**config.mk**
```make
export PLATFORM = sky130hd
export DESIGN_NAME = rect_first_fit_placer
export DESIGN_NICKNAME = d
export VERILOG_FILES = /design/src/rffp_pkg.sv /design/src/rect_first_fit_placer.sv /design/src/rffp_datapath.sv /design/src/rffp_ctrl.sv
export SDC_FILE = /design/constraint.sdc
export NUM_CORES = 1
export LEC_CHECK = 0
export BUFFER_PORTS_ARGS = -buffer_cell sky130_fd_sc_hd__buf_2
export CAP_MARGIN = 20
export CORE_ASPECT_RATIO = 1.4
export CORE_MARGIN = 2
export CORE_UTILIZATION = 45
export DETAILED_ROUTE_END_ITERATION = 12
export GPL_TIMING_DRIVEN = 0
export PLACE_DENSITY = 0.6
export SLEW_MARGIN = 40
export SYNTH_ARGS = -nofsm -noshare
export SYNTH_HDL_FRONTEND = slang
export SYNTH_HIERARCHICAL = 1
export SYNTH_SLANG_ARGS = --single-unit
```
**constraint.sdc**
```tcl
create_clock -name clk -period 5.8 [get_ports clk]
set_clock_uncertainty 0.05 [all_clocks]
set_input_delay 1.16 -clock clk [delete_from_list [all_inputs] [get_ports clk]]
set_output_delay 1.16 -clock clk [all_outputs]
set_load 0.01 [all_outputs]
```
**src/rffp_pkg.sv**
```systemverilog
`timescale 1ns / 1ps
// ----------------------------------------------------------------------------
// rffp_pkg
// Shared types, sizes, codes and helpers of the first-fit rectangle placer.
// ----------------------------------------------------------------------------
package rffp_pkg;

	localparam int MAX_COLS = 8;
	localparam int MAX_ROWS = 8;
	localparam int COL_W    = $clog2(MAX_COLS);
	localparam int ROW_W    = $clog2(MAX_ROWS);
	localparam int SIZE_W   = 4;
	localparam int DIM_W    = 4;
	localparam int CFG_IDX_W = 2;

	localparam logic [CFG_IDX_W-1:0] CFG_FABRIC_COLS = 2'd0;
	localparam logic [CFG_IDX_W-1:0] CFG_FABRIC_ROWS = 2'd1;

	typedef enum logic [1:0] {
		ST_PLACED     = 2'd0,
		ST_NO_FIT     = 2'd1,
		ST_BAD_CORNER = 2'd2
	} status_t;

	typedef enum logic [2:0] {
		S_IDLE,
		S_ROW,
		S_CHECK,
		S_EVAL,
		S_MARK,
		S_DONE
	} state_t;

	// Commands from the controller to the datapath.
	typedef struct packed {
		logic load;
		logic row_begin;
		logic check_step;
		logic next_row;
		logic hit;
		logic mark_step;
		logic set_fail;
		logic set_ok;
		logic out_load;
	} ctrl_cmd_t;

	// Status from the datapath to the controller.
	typedef struct packed {
		logic row_oob;
		logic last_k;
		logic found;
		logic is_place;
	} dp_status_t;

	// Mask of w columns starting at column x.
	function automatic logic [MAX_COLS-1:0] col_span(input logic [COL_W-1:0] x,
			input logic [SIZE_W-1:0] w);
		logic [2*MAX_COLS-1:0] m;
		m = ((2*MAX_COLS)'(1) << w) - (2*MAX_COLS)'(1);
		m = m << x;
		return m[MAX_COLS-1:0];
	endfunction

endpackage

```
**src/rect_first_fit_placer.sv**
```systemverilog
`timescale 1ns / 1ps
// ----------------------------------------------------------------------------
// rect_first_fit_placer
// Rectangle placer on a tile fabric of up to 8 by 8 tiles, by first fit or
// at a requested corner, with an occupancy bitmap kept across requests.
// ----------------------------------------------------------------------------
// The block takes one request word at a time and answers each with exactly
// one result word. For every candidate corner row the bitmap rows under the
// rectangle are read one per cycle and ORed together, after which all column
// positions of that row are tested at once and the lowest free one wins. A
// request is taken, then each corner row scanned passes through a row
// check, the row reads and an evaluation; the tiles are then marked one
// row per step and the result is posted. The rows are read in turn through
// the single read port of the bitmap. An explicit placement tests only its
// one row. The result
// sits in an output register, so a new request is taken while the previous
// result waits, and the block stalls only when a second result is ready
// before the first was taken. Configuration writes are always accepted and
// should be issued only while no request is in flight.
// ----------------------------------------------------------------------------
module rect_first_fit_placer (
	input  logic                           clk,
	input  logic                           arst_n,
	// Request stream.
	input  logic                           s_axis_tvalid,
	output logic                           s_axis_tready,
	input  logic [15:0]                    s_axis_tdata,  // clear_grid[0], rect_width[4:1],
	                                                      // rect_height[8:5], want_col[11:9],
	                                                      // want_row[14:12], zero[15]
	input  logic                           s_axis_tuser,  // command[0]
	// Result stream.
	output logic                           m_axis_tvalid,
	input  logic                           m_axis_tready,
	output logic [7:0]                     m_axis_tdata,  // status[1:0], place_col[4:2],
	                                                      // place_row[7:5]
	// Register writes: index 0 is fabric_cols, index 1 is fabric_rows.
	input  logic                           cfg_valid,
	output logic                           cfg_ready,
	input  logic [rffp_pkg::CFG_IDX_W-1:0] cfg_index,
	input  logic [rffp_pkg::DIM_W-1:0]     cfg_data
);

	rffp_pkg::ctrl_cmd_t  cmd;
	rffp_pkg::dp_status_t sts;

	// Register writes never stall.
	assign cfg_ready = 1'b1;

	rffp_ctrl u_ctrl (
		.clk           (clk),
		.arst_n        (arst_n),
		.s_axis_tvalid (s_axis_tvalid),
		.s_axis_tready (s_axis_tready),
		.m_axis_tvalid (m_axis_tvalid),
		.m_axis_tready (m_axis_tready),
		.sts           (sts),
		.cmd           (cmd)
	);

	rffp_datapath u_datapath (
		.clk          (clk),
		.arst_n       (arst_n),
		.cmd          (cmd),
		.sts          (sts),
		.s_axis_tuser (s_axis_tuser),
		.s_axis_tdata (s_axis_tdata),
		.cfg_valid    (cfg_valid),
		.cfg_index    (cfg_index),
		.cfg_data     (cfg_data),
		.m_axis_tdata (m_axis_tdata)
	);

endmodule

```
**src/rffp_datapath.sv**
```systemverilog
`timescale 1ns / 1ps
// ----------------------------------------------------------------------------
// rffp_datapath
// Occupancy bitmap, request registers, row accumulator and column fit logic.
// ----------------------------------------------------------------------------
module rffp_datapath (
	input  logic                            clk,
	input  logic                            arst_n,
	input  rffp_pkg::ctrl_cmd_t             cmd,
	output rffp_pkg::dp_status_t            sts,
	input  logic                            s_axis_tuser,
	input  logic [15:0]                     s_axis_tdata,
	input  logic                            cfg_valid,
	input  logic [rffp_pkg::CFG_IDX_W-1:0]  cfg_index,
	input  logic [rffp_pkg::DIM_W-1:0]      cfg_data,
	output logic [7:0]                      m_axis_tdata
);

	logic [rffp_pkg::DIM_W-1:0]    fabric_cols_q;
	logic [rffp_pkg::DIM_W-1:0]    fabric_rows_q;
	logic [rffp_pkg::MAX_COLS-1:0] occ_q [rffp_pkg::MAX_ROWS];

	logic                          is_place_q;
	logic [rffp_pkg::SIZE_W-1:0]   w_q;
	logic [rffp_pkg::SIZE_W-1:0]   h_q;
	logic [rffp_pkg::COL_W-1:0]    wc_q;
	logic [rffp_pkg::SIZE_W-1:0]   y_q;
	logic [rffp_pkg::SIZE_W-1:0]   k_q;
	logic [rffp_pkg::MAX_COLS-1:0] acc_q;
	logic [rffp_pkg::COL_W-1:0]    res_col_q;
	rffp_pkg::status_t             res_status_q;
	logic [rffp_pkg::ROW_W-1:0]    res_row_q;
	logic [7:0]                    out_q;

	logic [rffp_pkg::DIM_W-1:0]    eff_cols;
	logic [rffp_pkg::DIM_W-1:0]    eff_rows;
	logic [rffp_pkg::SIZE_W-1:0]   row_addr;
	logic [rffp_pkg::MAX_COLS-1:0] rd_row;
	logic [rffp_pkg::MAX_COLS-1:0] col_fit;
	logic                          ff_found;
	logic [rffp_pkg::COL_W-1:0]    ff_col;

	assign eff_cols = (fabric_cols_q > rffp_pkg::DIM_W'(rffp_pkg::MAX_COLS)) ?
		rffp_pkg::DIM_W'(rffp_pkg::MAX_COLS) : fabric_cols_q;
	assign eff_rows = (fabric_rows_q > rffp_pkg::DIM_W'(rffp_pkg::MAX_ROWS)) ?
		rffp_pkg::DIM_W'(rffp_pkg::MAX_ROWS) : fabric_rows_q;

	assign row_addr = y_q + k_q;
	assign rd_row   = occ_q[row_addr[rffp_pkg::ROW_W-1:0]];

	// Candidate corners of the current row, each column on its own.
	always_comb begin
		for (int x = 0; x < rffp_pkg::MAX_COLS; x++) begin
			col_fit[x] = (w_q != '0) &&
				((rffp_pkg::SIZE_W+1)'(x) + (rffp_pkg::SIZE_W+1)'(w_q) <=
				 (rffp_pkg::SIZE_W+1)'(eff_cols)) &&
				((acc_q & rffp_pkg::col_span(rffp_pkg::COL_W'(x), w_q)) == '0);
		end
	end

	// Lowest fitting column wins.
	always_comb begin
		ff_found = 1'b0;
		ff_col   = '0;
		for (int x = rffp_pkg::MAX_COLS - 1; x >= 0; x--) begin
			if (col_fit[x]) begin
				ff_found = 1'b1;
				ff_col   = rffp_pkg::COL_W'(x);
			end
		end
	end

	assign sts.row_oob  = (w_q == '0) || (h_q == '0) ||
		((rffp_pkg::SIZE_W+1)'(y_q) + (rffp_pkg::SIZE_W+1)'(h_q) >
		 (rffp_pkg::SIZE_W+1)'(eff_rows));
	assign sts.last_k   = (k_q + rffp_pkg::SIZE_W'(1)) == h_q;
	assign sts.found    = is_place_q ? col_fit[wc_q] : ff_found;
	assign sts.is_place = is_place_q;

	always_ff @(posedge clk or negedge arst_n) begin
		if (!arst_n) begin
			fabric_cols_q <= rffp_pkg::DIM_W'(rffp_pkg::MAX_COLS);
			fabric_rows_q <= rffp_pkg::DIM_W'(rffp_pkg::MAX_ROWS);
		end else if (cfg_valid) begin
			unique case (cfg_index)
				rffp_pkg::CFG_FABRIC_COLS: fabric_cols_q <= cfg_data;
				rffp_pkg::CFG_FABRIC_ROWS: fabric_rows_q <= cfg_data;
				default: ;
			endcase
		end
	end

	always_ff @(posedge clk or negedge arst_n) begin
		if (!arst_n) begin
			for (int r = 0; r < rffp_pkg::MAX_ROWS; r++) begin
				occ_q[r] <= '0;
			end
		end else if (cmd.load && s_axis_tdata[0]) begin
			for (int r = 0; r < rffp_pkg::MAX_ROWS; r++) begin
				occ_q[r] <= '0;
			end
		end else if (cmd.mark_step) begin
			occ_q[row_addr[rffp_pkg::ROW_W-1:0]] <= rd_row |
				rffp_pkg::col_span(res_col_q, w_q);
		end
	end

	always_ff @(posedge clk) begin
		if (cmd.load) begin
			is_place_q <= s_axis_tuser;
			w_q        <= s_axis_tdata[4:1];
			h_q        <= s_axis_tdata[8:5];
			wc_q       <= s_axis_tdata[11:9];
			y_q        <= s_axis_tuser ? rffp_pkg::SIZE_W'(s_axis_tdata[14:12]) : '0;
		end else if (cmd.next_row) begin
			y_q <= y_q + rffp_pkg::SIZE_W'(1);
		end

		if (cmd.row_begin || cmd.hit) begin
			k_q <= '0;
		end else if (cmd.check_step || cmd.mark_step) begin
			k_q <= k_q + rffp_pkg::SIZE_W'(1);
		end

		if (cmd.check_step) begin
			acc_q <= (k_q == '0) ? rd_row : (acc_q | rd_row);
		end

		if (cmd.hit) begin
			res_col_q <= is_place_q ? wc_q : ff_col;
		end

		if (cmd.set_fail) begin
			res_status_q <= is_place_q ? rffp_pkg::ST_BAD_CORNER : rffp_pkg::ST_NO_FIT;
			res_col_q    <= '0;
			res_row_q    <= '0;
		end else if (cmd.set_ok) begin
			res_status_q <= rffp_pkg::ST_PLACED;
			res_row_q    <= y_q[rffp_pkg::ROW_W-1:0];
		end

		if (cmd.out_load) begin
			out_q <= {res_row_q, res_col_q, res_status_q};
		end
	end

	assign m_axis_tdata = out_q;

endmodule

```
**src/rffp_ctrl.sv**
```systemverilog
`timescale 1ns / 1ps
// ----------------------------------------------------------------------------
// rffp_ctrl
// Sequencer of the row scan, the fit test and the marking pass.
// ----------------------------------------------------------------------------
module rffp_ctrl (
	input  logic                 clk,
	input  logic                 arst_n,
	input  logic                 s_axis_tvalid,
	output logic                 s_axis_tready,
	output logic                 m_axis_tvalid,
	input  logic                 m_axis_tready,
	input  rffp_pkg::dp_status_t sts,
	output rffp_pkg::ctrl_cmd_t  cmd
);

	rffp_pkg::state_t state_q;
	rffp_pkg::state_t state_d;
	logic             out_valid_q;
	logic             out_free;

	assign out_free = !out_valid_q || m_axis_tready;

	always_comb begin
		state_d = state_q;
		unique case (state_q)
			rffp_pkg::S_IDLE:  if (s_axis_tvalid) state_d = rffp_pkg::S_ROW;
			rffp_pkg::S_ROW:   state_d = sts.row_oob ? rffp_pkg::S_DONE : rffp_pkg::S_CHECK;
			rffp_pkg::S_CHECK: if (sts.last_k) state_d = rffp_pkg::S_EVAL;
			rffp_pkg::S_EVAL: begin
				if (sts.found) begin
					state_d = rffp_pkg::S_MARK;
				end else if (sts.is_place) begin
					state_d = rffp_pkg::S_DONE;
				end else begin
					state_d = rffp_pkg::S_ROW;
				end
			end
			rffp_pkg::S_MARK:  if (sts.last_k) state_d = rffp_pkg::S_DONE;
			rffp_pkg::S_DONE:  if (out_free) state_d = rffp_pkg::S_IDLE;
			default:           state_d = rffp_pkg::S_IDLE;
		endcase
	end

	always_comb begin
		cmd = '0;
		unique case (state_q)
			rffp_pkg::S_IDLE:  cmd.load = s_axis_tvalid;
			rffp_pkg::S_ROW: begin
				cmd.row_begin = 1'b1;
				cmd.set_fail  = sts.row_oob;
			end
			rffp_pkg::S_CHECK: cmd.check_step = 1'b1;
			rffp_pkg::S_EVAL: begin
				cmd.hit      = sts.found;
				cmd.set_fail = !sts.found && sts.is_place;
				cmd.next_row = !sts.found && !sts.is_place;
			end
			rffp_pkg::S_MARK: begin
				cmd.mark_step = 1'b1;
				cmd.set_ok    = sts.last_k;
			end
			rffp_pkg::S_DONE:  cmd.out_load = out_free;
			default: ;
		endcase
	end

	always_ff @(posedge clk or negedge arst_n) begin
		if (!arst_n) begin
			state_q     <= rffp_pkg::S_IDLE;
			out_valid_q <= 1'b0;
		end else begin
			state_q <= state_d;
			if (cmd.out_load) begin
				out_valid_q <= 1'b1;
			end else if (m_axis_tready) begin
				out_valid_q <= 1'b0;
			end
		end
	end

	assign s_axis_tready = (state_q == rffp_pkg::S_IDLE);
	assign m_axis_tvalid = out_valid_q;

endmodule

```
==> results of run 1 <==
[power groups by stage]
stage | combinational (mW) | sequential (mW) | clock, mW
4_1_cts | 2.45 | 1.43 | 1.03
3_3_place_gp | 2.36 | 1.43 | 0
2_1_floorplan | 1.79 | 1.39 | 0
6_report | 2.47 | 1.43 | 1.01
5_1_grt | 2.72 | 1.47 | 1.07
3_5_place_dp | 2.44 | 1.44 | 0
[worst reg2reg max path: cells and delay by family, from the launching register on]
kind                       cells  cell delay, ps
AOI/OAI and AO/OA              7            1870
DFF                            1             530
adders and majority gates      2             610
buffers and inverters          7            1420
and+or+nand+nor                3             540
[layout make-up]
| cell class | count | area share, % |
|---|---|---|
| Multi-Input combinational cell | 597 | 48.6 |
| Inverter | 29 | 1.24 |
| Buffer | 49 | 2.77 |
| Sequential cell | 120 | 35.5 |
| Clock inverter | 14 | 1.38 |
| Clock buffer | 18 | 5.12 |
| Tap cell | 203 | 2.89 |
| Timing Repair Buffer | 38 | 2.49 |
[cell usage after synthesis (4+ instances only)]
cell      number
inv_2          4
mux2_2        10
a221oi_1       7
a31oi_1        8
a221o_1        5
and3_1         5
buf_2         11
nand2_1       49
nand2b_1       8
nand4b_1       4
mux2i_1       30
a22oi_1        5
nor2_1        86
o21ai_0       75
a211oi_1       5
clkbuf_1      26
nor4_1         4
nor3_1        23
or2_2          6
o211ai_1       4
a21oi_1       53
nor2b_1       13
and2_1         5
edfxtp_1      34
xnor2_1       15
buf_4          4
nand3b_1       5
xor2_1         7
buf_6          4
a21o_1         8
inv_1         25
mux4_2        10
ha_1          50
dfrtp_1       74
nand3_1       18
dfxtp_1       10
a311oi_1       4
o21a_1         6
[cell families after synthesis]
group                      Yosys count
AOI/OAI and AO/OA                  220
xor gates and xnor gates            24
adders and majority gates           53
buffers and inverters               78
DFF                                120
muxes                               50
other                                1
and+or+nand+nor                    249
[metal layers]
| metal | track usage, % | routed length (um) | share of wire [%] |
|---|---|---|---|
| met5 | 0 | 0 | 0 |
| met4 | 12.8 | 908 | 4.3 |
| met3 | 3.96 | 919 | 4.3 |
| met2 | 40.8 | 10800 | 51 |
| met1 | 29.1 | 8640 | 41 |
[through the flow]
step	total power [mW]	hold slack (ps)	worst slack [ps]	cells	utilization, %
floorplan	3.18	350	1560	795	-
global placement	3.79	361	738	1034	48.7
detailed placement	3.87	363	805	1036	48.9
CTS	4.91	377	768	1068	52.3
global route	5.26	390	301	1068	52.3
finish	4.92	371	698	1068	52.3
[path summary, 6_finish.rpt]
| path | from | endpoint |
|---|---|---|
| setup / recovery | u_datapath/w_q[1] | u_datapath/res_col_q[1] |
| hold / removal | u_datapath/res_status_q[1] | u_datapath/m_axis_tdata[1] |
| setup reg to reg | u_datapath/w_q[1] | u_datapath/res_col_q[1] |
| hold reg to reg | u_datapath/res_status_q[1] | u_datapath/m_axis_tdata[1] |
| max in group asynchronous | arst_n | u_datapath/fabric_rows_q[3] |
| min in group asynchronous | arst_n | u_datapath/occ_q[45] |
[sequential cells by signal, summed over array words and instances (netlist names)]
name                      count
u_datapath/occ_q             64
u_datapath/acc_q              8
u_datapath/m_axis_tdata       8
u_datapath/fabric_cols_q      4
u_datapath/fabric_rows_q      4
u_datapath/h_q                4
u_datapath/k_q                4
u_datapath/w_q                4
u_datapath/y_q                4
u_ctrl/state_q                3
u_datapath/res_col_q          3
u_datapath/res_row_q          3
u_datapath/wc_q               3
u_datapath/res_status_q       2
u_ctrl/m_axis_tvalid          1
u_datapath/is_place_q         1
[layout by cell type, fill, tap and decap left out, types with 6 or more instances in the layout]
cell / instances
buf_2: 47
xor2_1: 7
or2_2: 6
nor2_1: 86
a221oi_1: 7
inv_1: 25
nand2b_1: 8
a21o_1: 8
ha_1: 50
nand3_1: 18
clkbuf_1: 26
clkbuf_16: 18
o21ai_0: 75
dfxtp_1: 10
xnor2_1: 15
mux4_2: 10
edfxtp_1: 34
mux2_2: 10
o21a_1: 6
a31oi_1: 8
nor3_1: 23
nor2b_1: 13
nand2_1: 49
dfrtp_1: 74
a21oi_1: 53
mux2i_1: 30
==> flow_metrics.tcl, run 1 <==
set metrics [dict create \
    synth_fa_ha_area_share_pct 8.85 \
    die_w_um 115 \
    cts_buffer_depth 2 \
    yosys_register_bits 120 \
    grt_pass1_vias 6597 \
    final_net_count 933 \
    die_h_um 159 \
    firstDrtPassIters 6 \
    cts.clk_slew.worst_paths_ps 60 \
    synth_top_cell_by_area "dfrtp_1" \
    nFillCells 1531 \
    via_count 6498 \
    crit_cells 19 \
    start_kind "flip-flop" \
    antenna_found_initial 0 \
    p_seq_share_pct 29.1 \
    synth.distinct_cells 86 \
    tightest_slew_ps 794 \
    worst-path-buf-inv 7 \
    synth-edff-count 34 \
    synth_compound_area_share_pct 18.7 \
    placed_area_um2 8230 \
    synth_xor_area_share_pct 3.08 \
    crit_top_cell "inv_1" \
    holdPathStages 0 \
    fin_tns_setup_ps 0 \
    core-area_um2 16800 \
    drt_iter0_drc 477 \
    grt_max_degree 59 \
    ant_nets 0 \
    outcome "finished, final reports clean" \
    slowest_delay_ps 530 \
    design_area_um2 8800 \
    dieArea_um2 18300 \
    clk_latency_ps 410 \
    yosysWarnings 6 \
    vdd.ir_drop.worst_mv 0.296 \
    min_period_over_period_pct 88.0 \
    synthSimpleGateAreaFrac_pct 16.1 \
    syn_area_per_cell_um2 9.75 \
    cts_setup_buffers 0 \
    ys.flop_type "dfrtp_1" \
    p_switching_mw 2.11 \
    crit_fanout 10 \
    track_usage_pct 24.1 \
    hold_violations 0 \
    max_slew_margin_pct 46.8 \
    overflow 0 \
    viasPerCell 6.08 \
    dpl.hpwl_um 15900 \
    grt_first_pass_wirelength_um 34600 \
    worstPathArrival_ps 5380 \
    area_delta_synth_final_pct 13.6 \
    initial_core_util_pct 46.1 \
    cts_buffers 17 \
    ys_async_sr_fraction_pct 63.3 \
    row_count 56 \
    portBuffers 36 \
    drive_gt1_share_pct 17.0 \
    synth-seq-area-share_pct 40.3 \
    htreeDepth 4 \
    rsz0062_at_grt "false" \
    slew_viol_final 0 \
    switching_share_pct 42.8 \
    timing.fmax_ghz 0.196 \
    worst-r2r-cell-count 19 \
    p_leak_nw 3.72 \
    post_cts_resize_count 0 \
    cts.sinks 120 \
    power.internal_mw 2.81 \
    drc 0 \
    synth_cells 795 \
    crit_family "compound AO/OA/AOI/OAI gates" \
    crit_chain "inv_1, ha_1, buf_2, and3_4, inv_2, buf_6, ha_1, inv_1, a221oi_1, o311ai_1, a2111oi_2, a211oi_1, a211oi_1, o311a_1, inv_1, nor2_1, clkbuf_1, nor2_1, a311oi_1" \
    synthTopCellsByArea "dfrtp_1, edfxtp_1, ha_1" \
    syn_nets 876 \
    multiInputGateArea_um2 4280 \
    power_density_nw_per_um2 559 \
    synth_area_um2 7750 \
    drt_wl_total_um 21300 \
    synth_top_area_share_pct 23.9 \
    hold_class "reg -> reg" \
    num_antenna_cells 0 \
    ff2ff_setup_slack_ps 700 \
    io_pins 39 \
    seq_area_um2 3130 \
    fin_crit_ps 5100 \
    p_comb_share_pct 50.3 \
    setup_violations 0 \
    end_kind "flip-flop" \
    drv_cap 0 \
    crit_slowest_cell "edfxtp_1" \
    synthMuxAreaShare_pct 8.24 \
    gp_congestion 0.891 \
    pwr-share-clk_pct 20.6 \
    avgRoutedWirePerCell_um 19.9 \
    required_ps 6070 \
    cts_tree "yes" \
    cts-root-buf "clkbuf_16" \
    path_class "reg -> reg" \
    synth_top_family_by_area "compound AO/OA/AOI/OAI gates" \
    hold_buffers 0 \
]
(Power assumes the default switching activity.)
==> run 2: changes to the inputs <==
- RECOVER_POWER: default -> 50
- SLEW_MARGIN: 40 -> 0
==> run 2 against run 1 <==
The flow now finishes with violations (capacitance limit, slew limit); combinational power about the same; sequential share of layout area down 0.071 points; clock-buffer cell count unchanged; power up 2.1%; register-to-register slack better by 60 ps; highest routed layer unchanged; flip-flop and latch count unchanged.
==> flow_metrics.tcl, run 2 (synthesized netlist as in run 1, its figures left out) <==
set metrics [dict create \
    track_usage_pct 23.9 \
    htreeDepth 4 \
    core-area_um2 16800 \
    die_w_um 115 \
    crit_cells 19 \
    drt_wl_total_um 21000 \
    regMostFlops "u_datapath/occ_q" \
    area_delta_synth_final_pct 13.8 \
    grt_max_degree 59 \
    largest_reg_flops 64 \
    portBuffers 36 \
    cts_tree "yes" \
    gp_congestion 0.891 \
    grt_first_pass_wirelength_um 33900 \
    post_cts_resize_count 0 \
    crit_family "compound AO/OA/AOI/OAI gates" \
    antenna_found_initial 0 \
    nFillCells 1523 \
    drc 0 \
    drv_cap 1 \
    hold_class "reg -> reg" \
    avgRoutedWirePerCell_um 19.7 \
    crit_fanout 10 \
    holdPathStages 0 \
    dr_wl_met3_um 856 \
    max_slew_margin_pct -114 \
    rsz0062_at_grt "false" \
    slew_viol_final 59 \
    cts.sinks 120 \
    initial_core_util_pct 46.1 \
    fin_crit_ps 5050 \
    dieArea_um2 18300 \
    path_class "reg -> reg" \
    final_cell_mix "nor2_1, o21ai_0, dfrtp_1" \
    firstDrtPassIters 7 \
    worst-r2r-cell-count 19 \
    num_antenna_cells 0 \
    fin_tns_setup_ps 0 \
    die_h_um 159 \
    dpl.hpwl_um 15900 \
    min_period_over_period_pct 87.0 \
    final_common_cell "nor2_1" \
    vdd.ir_drop.worst_mv 0.373 \
    crit_chain "inv_1, ha_1, buf_2, and3_4, inv_2, buf_6, ha_1, inv_1, a221oi_1, o311ai_1, a2111oi_2, a211oi_1, a211oi_1, o311a_1, inv_1, nor2_1, clkbuf_1, nor2_1, a311oi_1" \
    worst-path-buf-inv 7 \
    power_density_nw_per_um2 569 \
    clk_latency_ps 430 \
    overflow 0 \
    hold_violations 0 \
    cts.clk_slew.worst_paths_ps 60 \
    cts_setup_buffers 0 \
    crit_top_cell "inv_1" \
    cts_buffer_depth 2 \
    crit_slowest_cell "edfxtp_1" \
    p_leak_nw 3.73 \
    tightest_slew_ps 3210 \
    drt-met1-wl_um 8460 \
    hold_buffers 0 \
    start_kind "flip-flop" \
    slowest_delay_ps 530 \
    final_net_count 932 \
    wl_met2_um 10700 \
    worstPathArrival_ps 5330 \
    end_kind "flip-flop" \
    cts-root-buf "clkbuf_16" \
    top_layer_used "met4" \
    cts_buffers 17 \
    ant_nets 0 \
    setup_violations 0 \
    io_pins 39 \
    timing.fmax_ghz 0.198 \
    viasPerCell 6.03 \
    outcome "finished, violations left" \
    violations "capacitance limit, slew limit" \
    drive_gt1_share_pct 16.3 \
    via_count 6438 \
    power_mw 5.02 \
    grt_pass1_vias 6523 \
    row_count 56 \
    drt_iter0_drc 455 \
    required_ps 6080 \
]
run 2: worst paths after layout:
path | from | to | slack [ps]
max | u_datapath/w_q[1] | u_datapath/res_col_q[1] | 750
min | u_datapath/res_status_q[0] | u_datapath/m_axis_tdata[0] | 370
max reg2reg | u_datapath/w_q[1] | u_datapath/res_col_q[1] | 750
min reg2reg | u_datapath/res_status_q[0] | u_datapath/m_axis_tdata[0] | 370
max in group asynchronous | arst_n | u_datapath/fabric_rows_q[1] | 1210
min in group asynchronous | arst_n | u_datapath/occ_q[44] | 870
run 2: per-stage QoR:
| stage | area [um2] | instances | util (%) | setup slack (ps) | hold slack [ps] |
|---|---|---|---|---|---|
| floorplan | 7750 | 795 | - | 1560 | 350 |
| global placement | 8180 | 1034 | 48.7 | 738 | 361 |
| detailed placement | 8220 | 1035 | 48.9 | 784 | 363 |
| CTS | 8860 | 1067 | 52.7 | 755 | 377 |
| global route | 8820 | 1067 | 52.4 | 224 | 390 |
| finish | 8820 | 1067 | 52.4 | 754 | 371 |
run 2: cell type report:
type / instances / area, um2 / area share (%)
clock inverter: 14 / 194 / 2.20
clock buffer: 18 / 450 / 5.11
buffer: 49 / 236 / 2.68
timing repair buffer: 37 / 181 / 2.06
inverter: 29 / 109 / 1.23
sequential: 120 / 3130 / 35.4
tap: 203 / 254 / 2.88
multi-input combinational: 597 / 4270 / 48.4
run 2: where the power goes:
group / internal, mW / leakage [nW] / switching [mW]
combinational: 0.949 / 2.07 / 1.49
clock: 0.746 / 0.313 / 0.400
sequential: 1.24 / 1.35 / 0.195
run 2: layer usage:
layer	vias up	global-route usage, %
li1	3027	-
met1	3160	28.1
met2	194	40.9
met3	57	4.26
met4	0	13.0
met5	-	0
==> run 3: changes to the inputs <==
==> constraint.sdc (replaced) <==
create_clock -name clk -period 5.8 [get_ports clk]
set_clock_uncertainty 0.05 [all_clocks]
set_input_delay 0 -clock clk [delete_from_list [all_inputs] [get_ports clk]]
set_output_delay 0 -clock clk [all_outputs]
set_load 0.01 [all_outputs]
==> run 3 against run 2 <==
The run still ends with capacitance limit, slew limit left; non-clock buffer count up 30; wire length increased by 1.2%; power rose by 0.28%; fmax increased by 0.15%; clock-buffer cell count unchanged; worst hold slack worse by 350 ps; register-to-register slack about the same; worst setup slack better by 7.6 ps.
==> flow_metrics.tcl, run 3 (synthesized netlist as in run 1, its figures left out) <==
set metrics [dict create \
    htreeDepth 4 \
    track_usage_pct 24.2 \
    crit_slowest_cell "edfxtp_1" \
    final_cells 1097 \
    slowest_delay_ps 530 \
    whs_ps 16.3 \
    rsz0062_at_grt "false" \
    regMostFlops "u_datapath/occ_q" \
    grt_pass1_vias 6623 \
    crit_fanout 10 \
    cts_setup_buffers 0 \
    crit_chain "inv_1, ha_1, buf_2, and3_4, inv_2, buf_6, ha_1, inv_1, a221oi_1, o311ai_1, a2111oi_2, a211oi_1, a211oi_1, o311a_1, inv_1, nor2_1, clkbuf_1, nor2_1, a311oi_1" \
    hold_class "in -> reg" \
    hold_violations 0 \
    cts_buffers 17 \
    final_cell_mix "nor2_1, o21ai_0, dfrtp_1" \
    portBuffers 36 \
    cts.clk_slew.worst_paths_ps 60 \
    path_class "reg -> reg" \
    avgRoutedWirePerCell_um 19.4 \
    cts_buffer_depth 2 \
    crit_family "compound AO/OA/AOI/OAI gates" \
    grt_max_degree 59 \
    placed_area_um2 8220 \
    dpl.hpwl_um 15900 \
    slew_viol_final 59 \
    max_slew_margin_pct -114 \
    ant_nets 0 \
    final_net_count 962 \
    vdd.ir_drop.worst_mv 0.374 \
    die_w_um 115 \
    crit_top_cell "inv_1" \
    timing.fmax_ghz 0.198 \
    setup_violations 0 \
    start_kind "flip-flop" \
    io_pins 39 \
    cts-root-buf "clkbuf_16" \
    outcome "finished, violations left" \
    fin_tns_setup_ps 0 \
    die_h_um 159 \
    drive_gt1_share_pct 14.8 \
    antenna_found_initial 0 \
    nFillCells 1502 \
    final_common_cell "nor2_1" \
    required_ps 6080 \
    via_count 6545 \
    end_kind "flip-flop" \
    grt_first_pass_wirelength_um 34300 \
    worst-path-buf-inv 7 \
    overflow 0 \
    fin_crit_ps 5040 \
    p_leak_nw 3.83 \
    power_density_nw_per_um2 552 \
    firstDrtPassIters 7 \
    cts.sinks 120 \
    row_count 56 \
    utilization_pct 54.2 \
    tightest_slew_ps 3200 \
    initial_core_util_pct 46.1 \
    area_delta_synth_final_pct 17.6 \
    largest_reg_flops 64 \
    place_inst 1035 \
    core-area_um2 16800 \
    drv_cap 1 \
    cts_tree "yes" \
    violations "capacitance limit, slew limit" \
    drc 0 \
    dieArea_um2 18300 \
    worstPathArrival_ps 5320 \
    drt_wl_total_um 21300 \
    gp_congestion 0.891 \
    num_antenna_cells 0 \
    design_area_um2 9110 \
    viasPerCell 5.97 \
    min_period_over_period_pct 86.9 \
    clk_latency_ps 430 \
    drt_iter0_drc 485 \
]
## run 3: changes by cell type in the layout (fill, tap and decap cells not counted)
| cell | delta |
|---|---|
| clkbuf_1 | +9 |
| dlygate4sd3_1 | +30 |
| buf_2 | -10 |
| clkbuf_4 | +1 |
## run 3: path summary, 6_finish.rpt
| check | start | endpoint | slack [ps] | depth (start not counted) |
|---|---|---|---|---|
| worst max-delay path | u_datapath/w_q[1] | u_datapath/res_col_q[1] | 760 | 19 |
| worst min-delay path | cfg_index[0] | u_datapath/fabric_rows_q[0] | 20 | 3 |
| worst max register to register | u_datapath/w_q[1] | u_datapath/res_col_q[1] | 760 | 19 |
| worst min register to register | u_datapath/res_status_q[0] | u_datapath/m_axis_tdata[0] | 370 | 0 |
| max in group asynchronous | arst_n | u_datapath/fabric_rows_q[1] | 2610 | 3 |
| min in group asynchronous | arst_n | u_datapath/occ_q[45] | 750 | 3 |
## run 3: layout make-up
class / count / area [um2] / share of cell area, %
multi-input cells: 597 / 4270 / 46.9
flip-flops and latches: 120 / 3130 / 34.3
repair buffers: 67 / 473 / 5.19
clock buffers: 18 / 450 / 4.94
well taps: 203 / 254 / 2.79
plain buffers: 49 / 236 / 2.60
clock inverters: 14 / 194 / 2.13
inverters: 29 / 109 / 1.19
## run 3: routing by layer
metal	vias to the layer above	GRT usage (%)	routed length (um)
met5	-	0	0
met4	0	12.3	950
met3	53	4.23	934
met2	222	41.8	10900
met1	3181	28.4	8470
li1	3089	-	-
## run 3: tightest hold or removal path: cells and delay by family
family	cells	cell delay [ps]
and+or+nand+nor	1	170
muxes	1	180
buffers and inverters	1	100
## run 3: stage by stage
step                      power [mW]  worst slack (ps)
after CTS                       5.05               755
final                           5.03               761
after detailed placement        3.86               784
after global routing            5.37               224
after floorplan                 3.18              1560
after global placement          3.79               738
## run 3: report_power, final
group          internal [mW]  switching, mW
clock network          0.746          0.400
logic                  0.957           1.50
registers               1.24          0.195
total                   2.94           2.10
## run 3: repair_timing
item / 4_1_cts / 5_1_grt
hold buffers: 30 / 0
resized for setup: 0 / 0
hold endpoints to repair: 99 / 0
